[src/rtl/json_token_lexer_assert.svh]
// Assertion macros used by the lexer queue.
`ifndef JSON_TOKEN_LEXER_ASSERT_SVH
`define JSON_TOKEN_LEXER_ASSERT_SVH
`ifndef SYNTHESIS
`define JTL_ASSERT(label, clk, rst_n, prop, msg) \
	label: assert property (@(posedge clk) disable iff (!rst_n) prop) else $error(msg);
`define JTL_NEVER(label, clk, rst_n, prop, msg) \
	label: assert property (@(posedge clk) disable iff (!rst_n) !(prop)) else $error(msg);
`else
`define JTL_ASSERT(label, clk, rst_n, prop, msg)
`define JTL_NEVER(label, clk, rst_n, prop, msg)
`endif
`endif

[src/rtl/jtl_pkg.sv]
package jtl_pkg;
	localparam logic [4:0] TK_COLON     = 5'd0;
	localparam logic [4:0] TK_COMMA     = 5'd1;
	localparam logic [4:0] TK_LBRACKET  = 5'd2;
	localparam logic [4:0] TK_RBRACKET  = 5'd3;
	localparam logic [4:0] TK_LBRACE    = 5'd4;
	localparam logic [4:0] TK_RBRACE    = 5'd5;
	localparam logic [4:0] TK_TRUE      = 5'd6;
	localparam logic [4:0] TK_STR_OPEN  = 5'd9;
	localparam logic [4:0] TK_STR_CHAR  = 5'd10;
	localparam logic [4:0] TK_STR_CLOSE = 5'd11;
	localparam logic [4:0] TK_NUM_CHAR  = 5'd12;
	localparam logic [4:0] TK_INT_END   = 5'd13;
	localparam logic [4:0] TK_FLOAT_END = 5'd14;
	localparam logic [4:0] TK_END       = 5'd15;
	localparam logic [4:0] TK_ERROR     = 5'd16;

	localparam logic [2:0] ERR_NONE         = 3'd0;
	localparam logic [2:0] ERR_INVALID_CHAR = 3'd1;
	localparam logic [2:0] ERR_EXP_DIGIT    = 3'd2;
	localparam logic [2:0] ERR_BAD_ESCAPE   = 3'd3;
	localparam logic [2:0] ERR_BAD_HEX      = 3'd4;
	localparam logic [2:0] ERR_UNTERM       = 3'd5;

	localparam logic [7:0] CH_LF = 8'h0A;

	typedef struct packed {
		logic [7:0] text_byte;
		logic       end_of_text;
	} in_item_t;

	typedef struct packed {
		logic [4:0]  token_kind;
		logic [7:0]  char_value;
		logic [2:0]  error_code;
		logic [15:0] line_number;
		logic [15:0] column_number;
		logic        last_of_run;
	} out_item_t;

	// one token event
	typedef struct packed {
		logic [4:0] kind;
		logic [7:0] ch;
		logic [2:0] err;
	} ev_t;

	// all events of one input byte
	typedef struct packed {
		ev_t         ev0;
		ev_t         ev1;
		logic        two;
		logic [15:0] line;
		logic [15:0] col;
	} rec_t;
endpackage

[src/rtl/jtl_front.sv]
module jtl_front #(
	parameter int POS_BITS = 16
) (
	input  logic             clk,
	input  logic             arst_n,
	input  logic             take,
	input  jtl_pkg::in_item_t item,
	output logic             wr,
	output jtl_pkg::rec_t    rec
);
	import jtl_pkg::*;

	typedef enum logic [3:0] {
		M_IDLE, M_LIT, M_NSIGN, M_NINT, M_NDOT, M_NFRAC, M_NEXP,
		M_NEXPS, M_NEXPD, M_STR, M_ESC, M_HEX, M_ERR
	} mode_t;

	mode_t               mode_q, mode_d;
	logic [2:0]          lit_idx_q, lit_idx_d;
	logic [1:0]          lit_which_q, lit_which_d;
	logic                is_float_q, is_float_d;
	logic [7:0]          hex_acc_q, hex_acc_d;
	logic [1:0]          hex_cnt_q, hex_cnt_d;
	logic [POS_BITS-1:0] line_q, col_q;

	function automatic logic [7:0] lit_char(input logic [1:0] w, input logic [2:0] i);
		logic [7:0] c;
		c = 8'h00;
		case ({w, i})
			{2'd0, 3'd0}: c = "t";
			{2'd0, 3'd1}: c = "r";
			{2'd0, 3'd2}: c = "u";
			{2'd0, 3'd3}: c = "e";
			{2'd1, 3'd0}: c = "f";
			{2'd1, 3'd1}: c = "a";
			{2'd1, 3'd2}: c = "l";
			{2'd1, 3'd3}: c = "s";
			{2'd1, 3'd4}: c = "e";
			{2'd2, 3'd0}: c = "n";
			{2'd2, 3'd1}: c = "u";
			{2'd2, 3'd2}: c = "l";
			{2'd2, 3'd3}: c = "l";
			default: c = 8'h00;
		endcase
		return c;
	endfunction

	function automatic logic is_digit(input logic [7:0] b);
		return (b >= "0") && (b <= "9");
	endfunction

	logic [7:0] b;
	logic       is_end;
	assign b      = item.text_byte;
	assign is_end = item.end_of_text;

	// decode a byte seen between tokens
	logic       idle_has;
	ev_t        idle_ev;
	mode_t      idle_mode;
	logic       idle_lit;
	logic [1:0] idle_which;

	always_comb begin
		idle_has   = 1'b1;
		idle_ev    = '{kind: TK_COLON, ch: 8'h00, err: ERR_NONE};
		idle_mode  = M_IDLE;
		idle_lit   = 1'b0;
		idle_which = 2'd0;
		case (b)
			" ", 8'h09, 8'h0D, CH_LF: idle_has = 1'b0;
			":": idle_ev.kind = TK_COLON;
			",": idle_ev.kind = TK_COMMA;
			"[": idle_ev.kind = TK_LBRACKET;
			"]": idle_ev.kind = TK_RBRACKET;
			"{": idle_ev.kind = TK_LBRACE;
			"}": idle_ev.kind = TK_RBRACE;
			"\"": begin
				idle_ev.kind = TK_STR_OPEN;
				idle_mode    = M_STR;
			end
			"-": begin
				idle_ev.kind = TK_NUM_CHAR;
				idle_ev.ch   = b;
				idle_mode    = M_NSIGN;
			end
			"t", "f", "n": begin
				idle_has   = 1'b0;
				idle_lit   = 1'b1;
				idle_mode  = M_LIT;
				idle_which = (b == "t") ? 2'd0 : ((b == "f") ? 2'd1 : 2'd2);
			end
			default: begin
				if (is_digit(b)) begin
					idle_ev.kind = TK_NUM_CHAR;
					idle_ev.ch   = b;
					idle_mode    = M_NINT;
				end else begin
					idle_ev.kind = TK_ERROR;
					idle_ev.err  = ERR_INVALID_CHAR;
					idle_mode    = M_ERR;
				end
			end
		endcase
	end

	// hex digit value
	logic       hex_ok;
	logic [3:0] hex_val;
	always_comb begin
		hex_ok  = 1'b1;
		hex_val = 4'd0;
		if (is_digit(b)) hex_val = 4'(b - "0");
		else if (b >= "a" && b <= "f") hex_val = 4'(b - "a" + 8'd10);
		else if (b >= "A" && b <= "F") hex_val = 4'(b - "A" + 8'd10);
		else hex_ok = 1'b0;
	end

	// lex one byte
	logic       has0, has1;
	ev_t        ev0, ev1;
	logic [1:0] w;
	logic [2:0] lit_len;
	logic [7:0] hex_new;
	ev_t        close_ev;

	always_comb begin
		mode_d      = mode_q;
		lit_idx_d   = lit_idx_q;
		lit_which_d = lit_which_q;
		is_float_d  = is_float_q;
		hex_acc_d   = hex_acc_q;
		hex_cnt_d   = hex_cnt_q;
		has0        = 1'b0;
		has1        = 1'b0;
		ev0         = '{kind: TK_NUM_CHAR, ch: b, err: ERR_NONE};
		ev1         = '{kind: TK_END, ch: 8'h00, err: ERR_NONE};
		w           = (lit_which_q == 2'd3) ? 2'd0 : lit_which_q;
		lit_len     = (w == 2'd1) ? 3'd5 : 3'd4;
		hex_new     = {hex_acc_q[3:0], hex_val};
		close_ev    = '{kind: is_float_q ? TK_FLOAT_END : TK_INT_END, ch: 8'h00,
			err: ERR_NONE};
		if (is_end) begin
			case (mode_q)
				M_NINT, M_NFRAC, M_NEXP, M_NEXPD: begin
					has0 = 1'b1;
					ev0  = close_ev;
				end
				M_NSIGN, M_NDOT, M_NEXPS: begin
					has0 = 1'b1;
					ev0  = '{kind: TK_ERROR, ch: 8'h00, err: ERR_EXP_DIGIT};
				end
				M_LIT, M_STR, M_ESC, M_HEX: begin
					has0 = 1'b1;
					ev0  = '{kind: TK_ERROR, ch: 8'h00, err: ERR_UNTERM};
				end
				default: has0 = 1'b0;
			endcase
			if (has0) begin
				has1 = 1'b1;
			end else begin
				has0 = 1'b1;
				ev0  = ev1;
			end
			mode_d      = M_IDLE;
			lit_idx_d   = 3'd0;
			lit_which_d = 2'd0;
			is_float_d  = 1'b0;
			hex_acc_d   = 8'h00;
			hex_cnt_d   = 2'd0;
		end else begin
			case (mode_q)
				M_LIT: begin
					if (lit_idx_q < lit_len && b == lit_char(w, lit_idx_q)) begin
						lit_idx_d = lit_idx_q + 3'd1;
						if (lit_idx_q + 3'd1 == lit_len) begin
							has0     = 1'b1;
							ev0      = '{kind: TK_TRUE + 5'(w), ch: 8'h00, err: ERR_NONE};
							mode_d   = M_IDLE;
						end
					end else begin
						has0   = 1'b1;
						ev0    = '{kind: TK_ERROR, ch: 8'h00, err: ERR_INVALID_CHAR};
						mode_d = M_ERR;
					end
				end
				M_NSIGN, M_NDOT, M_NEXPS: begin
					has0 = 1'b1;
					if (is_digit(b)) begin
						if (mode_q == M_NDOT) begin
							is_float_d = 1'b1;
							mode_d     = M_NFRAC;
						end else if (mode_q == M_NSIGN) begin
							mode_d = M_NINT;
						end else begin
							mode_d = M_NEXPD;
						end
					end else begin
						ev0    = '{kind: TK_ERROR, ch: 8'h00, err: ERR_EXP_DIGIT};
						mode_d = M_ERR;
					end
				end
				M_NINT, M_NFRAC, M_NEXP, M_NEXPD: begin
					has0 = 1'b1;
					if (is_digit(b)) begin
						if (mode_q == M_NEXP) mode_d = M_NEXPD;
					end else if (b == "." && mode_q == M_NINT) begin
						mode_d = M_NDOT;
					end else if ((b == "e" || b == "E") &&
						(mode_q == M_NINT || mode_q == M_NFRAC)) begin
						is_float_d = 1'b1;
						mode_d     = M_NEXP;
					end else if ((b == "+" || b == "-") && mode_q == M_NEXP) begin
						mode_d = M_NEXPS;
					end else begin
						// close the number, then lex the byte afresh
						ev0        = close_ev;
						has1       = idle_has;
						ev1        = idle_ev;
						mode_d     = idle_mode;
						is_float_d = 1'b0;
						if (idle_lit) begin
							lit_which_d = idle_which;
							lit_idx_d   = 3'd1;
						end
					end
				end
				M_STR: begin
					if (b == "\"") begin
						has0     = 1'b1;
						ev0.kind = TK_STR_CLOSE;
						ev0.ch   = 8'h00;
						mode_d   = M_IDLE;
					end else if (b == "\\") begin
						mode_d = M_ESC;
					end else begin
						has0     = 1'b1;
						ev0.kind = TK_STR_CHAR;
					end
				end
				M_ESC: begin
					has0     = 1'b1;
					ev0.kind = TK_STR_CHAR;
					mode_d   = M_STR;
					case (b)
						"\"", "\\", "/": ev0.ch = b;
						"b": ev0.ch = 8'h08;
						"f": ev0.ch = 8'h0C;
						"n": ev0.ch = CH_LF;
						"r": ev0.ch = 8'h0D;
						"t": ev0.ch = 8'h09;
						"u": begin
							has0      = 1'b0;
							hex_acc_d = 8'h00;
							hex_cnt_d = 2'd0;
							mode_d    = M_HEX;
						end
						default: begin
							ev0    = '{kind: TK_ERROR, ch: 8'h00, err: ERR_BAD_ESCAPE};
							mode_d = M_ERR;
						end
					endcase
				end
				M_HEX: begin
					if (!hex_ok) begin
						has0   = 1'b1;
						ev0    = '{kind: TK_ERROR, ch: 8'h00, err: ERR_BAD_HEX};
						mode_d = M_ERR;
					end else begin
						hex_acc_d = hex_new;
						if (hex_cnt_q == 2'd3) begin
							has0      = 1'b1;
							ev0       = '{kind: TK_STR_CHAR, ch: hex_new, err: ERR_NONE};
							hex_cnt_d = 2'd0;
							mode_d    = M_STR;
						end else begin
							hex_cnt_d = hex_cnt_q + 2'd1;
						end
					end
				end
				M_ERR: has0 = 1'b0;
				default: begin
					has0       = idle_has;
					ev0        = idle_ev;
					mode_d     = idle_mode;
					is_float_d = 1'b0;
					if (idle_lit) begin
						lit_which_d = idle_which;
						lit_idx_d   = 3'd1;
					end
				end
			endcase
		end
	end

	// shift a second event into the first slot when only it fires
	assign wr       = take & (has0 | has1);
	assign rec.ev0  = has0 ? ev0 : ev1;
	assign rec.ev1  = ev1;
	assign rec.two  = has0 & has1;
	assign rec.line = 16'(line_q);
	assign rec.col  = 16'(col_q);

	// advance state and positions
	always_ff @(posedge clk or negedge arst_n) begin
		if (!arst_n) begin
			mode_q      <= M_IDLE;
			lit_idx_q   <= 3'd0;
			lit_which_q <= 2'd0;
			is_float_q  <= 1'b0;
			hex_acc_q   <= 8'h00;
			hex_cnt_q   <= 2'd0;
			line_q      <= POS_BITS'(1);
			col_q       <= '0;
		end else if (take) begin
			mode_q      <= mode_d;
			lit_idx_q   <= lit_idx_d;
			lit_which_q <= lit_which_d;
			is_float_q  <= is_float_d;
			hex_acc_q   <= hex_acc_d;
			hex_cnt_q   <= hex_cnt_d;
			if (is_end) begin
				line_q <= POS_BITS'(1);
				col_q  <= '0;
			end else if (b == CH_LF) begin
				if (line_q != '1) line_q <= line_q + POS_BITS'(1);
				col_q <= '0;
			end else if (col_q != '1) begin
				col_q <= col_q + POS_BITS'(1);
			end
		end
	end
endmodule

[src/rtl/jtl_queue.sv]
module jtl_queue (
	input  logic          clk,
	input  logic          arst_n,
	input  logic          wr,
	input  jtl_pkg::rec_t wdata,
	output logic          full,
	input  logic          rd,
	output logic          empty,
	output jtl_pkg::rec_t rdata
);
	import jtl_pkg::*;
	`include "json_token_lexer_assert.svh"

	rec_t       slot_q [2];
	logic       wp_q, rp_q;
	logic [1:0] cnt_q;

	assign full  = (cnt_q == 2'd2);
	assign empty = (cnt_q == 2'd0);
	assign rdata = slot_q[rp_q];

	// hold requests between lexer and serializer
	always_ff @(posedge clk) begin
		if (wr) slot_q[wp_q] <= wdata;
	end

	always_ff @(posedge clk or negedge arst_n) begin
		if (!arst_n) begin
			wp_q  <= 1'b0;
			rp_q  <= 1'b0;
			cnt_q <= 2'd0;
		end else begin
			if (wr) wp_q <= ~wp_q;
			if (rd) rp_q <= ~rp_q;
			cnt_q <= cnt_q + 2'(wr) - 2'(rd);
		end
	end

	`JTL_NEVER(a_cnt_range, clk, arst_n, cnt_q == 2'd3, "queue count out of range")
	`JTL_ASSERT(a_cnt_up, clk, arst_n, (wr && !rd) |=> (cnt_q == $past(cnt_q) + 2'd1), "queue count did not rise")
	`JTL_ASSERT(a_cnt_dn, clk, arst_n, (rd && !wr) |=> (cnt_q == $past(cnt_q) - 2'd1), "queue count did not fall")
endmodule

[src/rtl/jtl_back.sv]
module jtl_back (
	input  logic              clk,
	input  logic              arst_n,
	input  logic              q_empty,
	input  jtl_pkg::rec_t     q_data,
	output logic              q_rd,
	input  logic              pop,
	output logic              empty,
	output jtl_pkg::out_item_t result
);
	import jtl_pkg::*;

	logic sub_q;
	ev_t  ev;
	logic last;

	// pick the event of the current request
	assign ev    = sub_q ? q_data.ev1 : q_data.ev0;
	assign last  = q_data.two ? sub_q : 1'b1;
	assign empty = q_empty;
	assign q_rd  = pop & ~q_empty & last;

	assign result.token_kind    = ev.kind;
	assign result.char_value    = ev.ch;
	assign result.error_code    = ev.err;
	assign result.line_number   = q_data.line;
	assign result.column_number = q_data.col;
	assign result.last_of_run   = last;

	// advance through the events of one request
	always_ff @(posedge clk or negedge arst_n) begin
		if (!arst_n) begin
			sub_q <= 1'b0;
		end else if (pop && !q_empty) begin
			sub_q <= ~last;
		end
	end
endmodule

[src/rtl/json_token_lexer.sv]
// Channel   Handshake           Payload
// item      push / full         in_item_t  (text_byte, end_of_text)
// result    pop / empty         out_item_t (token, char, error, line, column, last)
//
// One byte is accepted per cycle while full is low; a byte that yields two tokens holds the
// result side for two pops. A two-entry queue sits between the lexer and
// the serializer, so full rises only when two lexed bytes wait unread.
// The lexer front end is combinational; each result is registered in the queue.
// Reset clears the lexer state, the positions (line 1, column 0) and the queue.
module json_token_lexer #(
	parameter int POS_BITS = 16
) (
	input  logic               clk,
	input  logic               arst_n,
	input  logic               push,
	output logic               full,
	input  jtl_pkg::in_item_t  item,
	input  logic               pop,
	output logic               empty,
	output jtl_pkg::out_item_t result
);
	import jtl_pkg::*;

	logic take, wr, q_rd, q_empty;
	rec_t wrec, qrec;

	assign take = push & ~full;

	jtl_front #(.POS_BITS(POS_BITS)) u_front (
		.clk(clk), .arst_n(arst_n), .take(take), .item(item), .wr(wr), .rec(wrec)
	);

	jtl_queue u_queue (
		.clk(clk), .arst_n(arst_n), .wr(wr), .wdata(wrec), .full(full),
		.rd(q_rd), .empty(q_empty), .rdata(qrec)
	);

	jtl_back u_back (
		.clk(clk), .arst_n(arst_n), .q_empty(q_empty), .q_data(qrec), .q_rd(q_rd),
		.pop(pop), .empty(empty), .result(result)
	);
endmodule

[config.mk]
export PLATFORM = sky130hd
export DESIGN_NAME = json_token_lexer
export DESIGN_NICKNAME = d
export VERILOG_FILES = /design/src/rtl/jtl_pkg.sv /design/src/rtl/jtl_front.sv /design/src/rtl/jtl_queue.sv /design/src/rtl/jtl_back.sv /design/src/rtl/json_token_lexer.sv
export VERILOG_INCLUDE_DIRS = /design/src /design/src/rtl
export SDC_FILE = /design/constraint.sdc
export NUM_CORES = 1
export LEC_CHECK = 0
export ABC_AREA = 1
export BUFFER_PORTS_ARGS = -buffer_cell sky130_fd_sc_hd__clkbuf_2
export CORE_MARGIN = 5
export CORE_UTILIZATION = 55
export CTS_BUF_LIST = sky130_fd_sc_hd__clkbuf_8 sky130_fd_sc_hd__clkbuf_16
export CTS_CLUSTER_DIAMETER = 50
export DETAILED_ROUTE_END_ITERATION = 6
export PLACE_DENSITY = 0.88
export SLEW_MARGIN = 20
export SYNTH_ARGS = -nofsm -noshare
export SYNTH_HDL_FRONTEND = slang
export SYNTH_SLANG_ARGS = --single-unit
[constraint.sdc]
create_clock -name clk -period 4.95 [get_ports clk]
set_input_delay 0.2475 -clock clk [delete_from_list [all_inputs] [get_ports clk]]
set_output_delay 0.2475 -clock clk [all_outputs]
set_load 0.05 [all_outputs]
==> flow_summary.ini, run 1 <==
[outcome]
outcome = finished, final reports clean

[sta]
fmax_ghz = 0.2897
fin_setup_tns_ns = 0
fin_hold_ws_ns = 0.1267
fin_ws_ns = 1.499
fin_crit_sh_pct = 69.72
rsz0062_at_grt = false
slew_violations = 0
hold_viol = 0
worstMarginPinSlew_ns = 0.9543
clock_skew_ns = 0.01207
slew_headroom_pct = 35.71
finalCriticalPeriod_ns = 3.451
setup_viol = 0

[pwr]
power_frac_clock_pct = 19.1
share_seq_of_total_power_pct = 33.9
p_per_area_mw_per_mm2 = 626.4
pwr-share-comb_pct = 47.0
finalPower_mw = 6.748
p_leak_nw = 4.649
ir_worst_vdd_uv = 652.8
p_sw_mw = 3.250
p_int_mw = 3.498
swShare_pct = 48.16

[worst_setup_path]
worst_ep_required_time_ns = 5.08
cp-end-kind = flip-flop
crit_chain = inv_1 -> ha_1 -> nor3_1 -> a21oi_1 -> nand4_1 -> nor2_1 -> nand2_2 -> nand2_2 -> nand2_2 -> nand2_2 -> nor2_4 -> buf_12
worst_path_most_repeated_cell = nand2_2
max_stage_delay_ns = 0.62
path_class = reg -> reg
worstPathMaxFanout = 37
worstPathArrival_ns = 3.58
start_kind = flip-flop
ff2ff_path_depth = 12
crit_slowest_cell = nor2_4

[cts]
clk_latency_ns = 0.44
cts_inserted_buffers = 17
clk_pin_slew_ns = 0.07
clk_path_buf_depth = 2
postCtsHoldBufs = 1
cts.sinks = 179
cts_resized = 0
cts-root-buf = clkbuf_16
tritoncts = done
postCtsSetupBuffers = 0
cts-htree-levels = 4

[synthesis]
netlist_area_mm2 = 0.009669
synth_top_family_by_area = simple AND/OR/NAND/NOR gates
ys_seq_area_share_pct = 52.86
yosys_warnings = 0
synth.avg_cell_area_um2 = 8.460
synth-compound-area-share_pct = 9.369
synthXorXnorAreaFrac_pct = 1.540
synthDistinctLibCells = 42
ys_ff_latch = 179
synth_cells = 1143
synth_fa_ha_area_share_pct = 2.459
muxShareOfSynthArea_pct = 0.1035
synthSimpleGateAreaFrac_pct = 27.85

[layout]
instances_no_fill = 1441
nFillCells = 1417
seq_area_mm2 = 0.005112
fin_util_pct = 62.28
drive_above_1_share_pct = 12.01
areaGrowthSynthToFinish_pct = 11.41
multi_input_area_mm2 = 0.004025
design_area_mm2 = 0.01077
final_nets = 1235
diodes = 0

[route]
vias_per_cell = 5.854
drc = 0
wirelength_mm = 25.71
first_pass_iters = 5
drt_iter0_drc = 921
vias = 8436
avgRoutedWirePerCell_um = 17.84
ant_nets = 0

[die]
start_util_pct = 55.90
die_y_um = 142.6
rows = 48
fp.coreArea_mm2 = 0.01730
ioPinCount = 64
die_area_mm2 = 0.02033
die-width_um = 142.6

[global_routing]
antenna_found_initial = 0
grt_max_degree = 66
grt.overflow.total = 0
track_usage_pct = 25.67
first_global_vias = 7847
grt_pass1_wl_mm = 40.92

[placement]
port_buffers = 63
hpwl_mm = 18.30
dpl-instance-area_mm2 = 0.01020
gp_congestion = 1.043
placed_cells = 1408
pre_cts_ws_ns = 1.404

[worst_hold_path]
min_path_type = in -> reg
hold_depth = 3

[flow_run]
maxCapViolCount = 0
state kept, by name, summed over array words and instances, names as in the netlist:
| signal | count |
|---|---|
| u_front.lit_which_q | 2 |
| u_front.is_float_q | 1 |
| u_queue.wp_q | 1 |
| u_back.sub_q | 1 |
| u_front.line_q | 16 |
| u_queue.slot_q | 126 |
| u_front.lit_idx_q | 3 |
| u_queue.rp_q | 1 |
| u_front.col_q | 16 |
| u_queue.cnt_q | 2 |
| u_front.hex_acc_q | 4 |
| u_front.mode_q | 4 |
| u_front.hex_cnt_q | 2 |
critical path: cells and delay by family, from the launching register on:
kind	cells	cell delay (ns)
simple gates	8	1.65
compound gates	1	0.17
flops	1	0.46
fa+ha+maj	1	0.36
buf+inv	2	0.47
synth_stat cells:
cell	instances	area, um2
nand2_1	319	1197
edfxtp_1	126	3784
nor2_1	125	469.2
inv_1	93	349.1
nand3_1	84	420.4
o21ai_0	81	405.4
dfrtp_1	52	1301
a21oi_1	36	180.2
nor3_1	24	120.1
clkbuf_1	22	82.58
nand4_1	22	137.6
ha_1	19	237.7
o22ai_1	18	112.6
xor2_1	14	122.6
inv_2	13	48.80
o31ai_1	11	82.58
nor4_1	9	56.30
nand2_2	8	50.05
nor2_2	8	50.05
buf_2	6	30.03
o21ai_1	6	30.03
nand3b_1	5	37.54
o211ai_1	5	37.54
buf_4	4	30.03
nand3_2	4	40.04
nor2_4	4	45.04
a31oi_1	3	18.77
o21a_1	3	22.52
xnor2_1	3	26.28
buf_1	2	7.510
nor3_2	2	20.02
nor3b_1	2	15.01
a22oi_1	1	7.510
and2_1	1	6.260
buf_6	1	11.26
conb_1	1	3.750
dfstp_2	1	26.28
mux2i_1	1	10.01
nand4_2	1	12.51
nor4b_1	1	8.760
o221ai_1	1	8.760
or2_2	1	6.260
cell type report:
cell class	count	area share, %
well taps	225	2.613
inverters	106	3.693
multi-input cells	828	37.36
clock buffers	17	3.949
flip-flops and latches	179	47.46
clock inverters	15	1.301
repair buffers	71	3.624
per-layer routing:
metal | up-vias | track usage, % | routed length (um)
met5 | - | 0 | 0
met3 | 82 | 4.772 | 2091
met2 | 434 | 41.57 | 12180
li1 | 3990 | - | -
met4 | 0 | 10.31 | 854
met1 | 3930 | 34.40 | 10580
worst paths after layout:
path                       slack [ns]                        startpoint                               end
setup / recovery                 1.50  u_front.lit_idx_q[0]$_DFFE_PN0P_   u_queue.slot_q[1][15]$_DFFE_PP_
hold / removal                   0.13                               pop          u_back.sub_q$_DFFE_PN0P_
max in group asynchronous        3.94                            arst_n          u_queue.rp_q$_DFFE_PN0P_
setup reg to reg                 1.50  u_front.lit_idx_q[0]$_DFFE_PN0P_   u_queue.slot_q[1][15]$_DFFE_PP_
min in group asynchronous        0.47                            arst_n      u_front.col_q[4]$_DFFE_PN0P_
hold reg to reg                  0.49  u_front.hex_acc_q[0]$_DFFE_PN0P_  u_front.hex_acc_q[0]$_DFFE_PN0P_
layout by cell type (no fill, tap or decap), drive strengths merged, types with 2 or more instances in the layout:
cell type  netlist  layout
nor2           137     137
o211ai           5       5
nand3b           5       5
nand4           23      23
buf             13       7
o31ai           11      11
nor3            26      26
xor2            14      14
ha              19      19
xnor2            3       3
clkinv           0       6
nor3b            2       2
clkbuf          22      80
nand3           88      88
dfrtp           52      52
conb             1       6
o21a             3       3
o22ai           18      18
a21oi           36      36
o21ai           87      87
inv            106     114
nand2          327     327
a31oi            3       3
nor4             9       9
edfxtp         126     126
kinds of logic (layout without fill, tap and decap cells):
| group | after synthesis | count (layout) |
|---|---|---|
| buffers and inverters | 141 | 209 |
| AND/OR/NAND/NOR | 620 | 620 |
| multiplexers | 1 | 1 |
| AO/OA/AOI/OAI | 165 | 165 |
| other | 1 | 6 |
| flip-flops | 179 | 179 |
| adder cells (fa/ha/maj) | 19 | 19 |
| XOR/XNOR | 17 | 17 |
power by group through the flow:
| stage | sequential, mW | clock (mW) | combinational (mW) |
|---|---|---|---|
| 2_1_floorplan | 2.27 | 0 | 2.39 |
| 4_1_cts | 2.28 | 1.30 | 3.17 |
| 3_3_place_gp | 2.29 | 0 | 3.11 |
| 5_1_grt | 2.32 | 1.38 | 3.43 |
| 6_report | 2.29 | 1.29 | 3.17 |
| 3_5_place_dp | 2.31 | 0 | 3.15 |
Power figures use the tool's default switching activity.
==> run 2: changes to the inputs <==
Clock period 4.95 ns to 2.8 ns, I/O delays scaled along.
==> run 2 against run 1 <==
Net effect:
- routed wire length up 3.4%
- utilization rose by 3.0 points
- clock skew rose by 0.00070 ns
- sequential share of layout area shrank 2.1 points
- combinational power increased by 88%
- critical path type unchanged
==> flow_summary.ini, run 2 (synthesis results as in run 1) <==
[sta]
slew_violations = 0
finalCriticalPeriod_ns = 2.636
slew_headroom_pct = 45.29
worstMarginPinSlew_ns = 0.8206
hold_viol = 0
setup_viol = 0
rsz0062_at_grt = false
fin_ws_ns = 0.1639
fin_crit_sh_pct = 94.15
fmax_ghz = 0.3793
clock_skew_ns = 0.01277

[layout]
areaGrowthSynthToFinish_pct = 16.76
largest_registers = u_queue.slot_q (126), u_front.col_q (16), u_front.line_q (16)
drive_above_1_share_pct = 16.47
largest_register_ffs = 126
regMostFlops = u_queue.slot_q
layout_commonest_cell = nand2_1
diodes = 0
layout_common_cells = 318 x nand2_1, 126 x edfxtp_1, 124 x nor2_1
final_nets = 1282

[cts]
cts_inserted_buffers = 17
clk_latency_ns = 0.44
cts.sinks = 179
tritoncts = done
cts-root-buf = clkbuf_16
clk_path_buf_depth = 2
clk_pin_slew_ns = 0.08
cts-htree-levels = 4

[placement]
pre_cts_ws_ns = 0.07723
port_buffers = 63
gp_congestion = 0.9824
hpwl_mm = 18.98

[global_routing]
grt.overflow.total = 0
grt_pass1_wl_mm = 42.74
grt_max_degree = 63
track_usage_pct = 26.68
first_global_vias = 8329
antenna_found_initial = 0

[route]
ant_nets = 0
first_pass_iters = 6
drt_iter0_drc = 990
vias = 8722
avgRoutedWirePerCell_um = 17.87
drc = 0
vias_per_cell = 5.862
wirelength_mm = 26.60

[die]
ioPinCount = 64
die-width_um = 142.6
start_util_pct = 55.90
fp.coreArea_mm2 = 0.01730
die_y_um = 142.6
rows = 48
die_area_mm2 = 0.02033

[worst_setup_path]
cp-end-kind = flip-flop
worst_ep_required_time_ns = 3.11
start_kind = flip-flop
crit_slowest_cell = dfrtp_2
max_stage_delay_ns = 0.49
worst_path_most_repeated_cell = nand2_4
path_class = reg -> reg
worstPathArrival_ns = 2.95
worstPathMaxFanout = 7
crit_chain = inv_4 -> ha_1 -> inv_1 -> nor2_1 -> nand2_1 -> nand3_1 -> nand2_1 -> nor2_2 -> nand3_2 -> nor2_4 -> nand2_2 -> nand2_4 -> nand2_2 -> nand2_4 -> nand2_4 -> nand2_4 -> inv_1 -> ha_2 -> xnor2_2 -> xor2_1

[pwr]
p_leak_nw = 4.892
ir_worst_vdd_uv = 777.7
finalPower_mw = 12.41
p_per_area_mw_per_mm2 = 1099

[outcome]
outcome = finished, final reports clean

[worst_hold_path]
min_path_type = in -> reg

[flow_run]
maxCapViolCount = 0
[run 2: cell count changes in the layout (fill, tap and decap cells not counted), moves of 3 or more]
cell        previous run  this run
dfrtp_2                1         4
ha_1                  19        15
nand2_4                0         4
dfrtp_1               51        48
clkinvlp_4             1         4
nand2_2                8         5
nand3_1               84        81
buf_12                 1         4
buf_4                  6        49
[run 2: where the power goes]
| group | internal, mW | switching (mW) | leakage (nW) |
|---|---|---|---|
| clock network | 1.28 | 1.08 | 0.285 |
| logic | 1.52 | 4.45 | 2.72 |
| registers | 3.73 | 0.350 | 1.89 |
| total | 6.53 | 5.88 | 4.89 |
[run 2: final timing paths]
check                                            startpoint                               end  slack [ns]  depth (start not counted)
setup / recovery           u_front.lit_idx_q[0]$_DFFE_PN0P_        u_queue.cnt_q[1]$_DFF_PN0_        0.16                         20
hold / removal                                      item[7]   u_queue.slot_q[1][58]$_DFFE_PP_        0.21                          3
setup reg to reg           u_front.lit_idx_q[0]$_DFFE_PN0P_        u_queue.cnt_q[1]$_DFF_PN0_        0.16                         20
hold reg to reg               u_front.col_q[15]$_DFFE_PN0P_   u_queue.slot_q[0][15]$_DFFE_PP_        0.48                          0
max in group asynchronous                            arst_n      u_front.col_q[8]$_DFFE_PN0P_        1.50                          4
min in group asynchronous                            arst_n  u_front.lit_idx_q[2]$_DFFE_PN0P_        0.32                          2
[run 2: metal layers]
| metal | track usage [%] | vias up | routed length [um] |
|---|---|---|---|
| met5 | 0 | - | 0 |
| met4 | 9.605 | 0 | 816 |
| met3 | 4.637 | 82 | 2196 |
| met2 | 44.41 | 460 | 12890 |
| met1 | 35.36 | 4110 | 10690 |
| li1 | - | 4070 | - |
[run 2: repair_timing]
action                     in CTS  in global routing
setup endpoints to repair       0                 85
gates resized for setup         0                  6
hold buffers                    2                  0
setup buffers                   0                  2
hold endpoints to repair       30                  0
[run 2: per-stage QoR]
step | cell area, um2 | instances | util [%] | setup TNS [ns] | hold slack, ns
final | 11290 | 1488 | 65.27 | 0 | 0.2075
after global routing | 11290 | 1488 | 65.27 | 0 | 0.2229
after CTS | 11250 | 1486 | 65.05 | 0 | 0.1852
after detailed placement | 10650 | 1452 | 61.56 | 0 | 0.2769
after global placement | 10650 | 1452 | 61.56 | 0 | 0.2779
after floorplan | 9781 | 1148 | - | -32.44 | -0.1556
[run 2: layout make-up]
class | count | area, um2
multi-input cells | 828 | 4120
clock buffers | 18 | 439.2
flip-flops and latches | 179 | 5116
repair buffers | 118 | 783.3
well taps | 225 | 281.5
clock inverters | 14 | 145.1
fillers | 1363 | 6007
inverters | 106 | 404.1
[run 2: worst max-delay path: cells and delay by family (launching register included)]
kind / cells / cell delay, ns
and+or+nand+nor: 13 / 1.17
DFF: 1 / 0.49
adders and majority gates: 2 / 0.33
xor gates and xnor gates: 2 / 0.31
buffers and inverters: 3 / 0.22
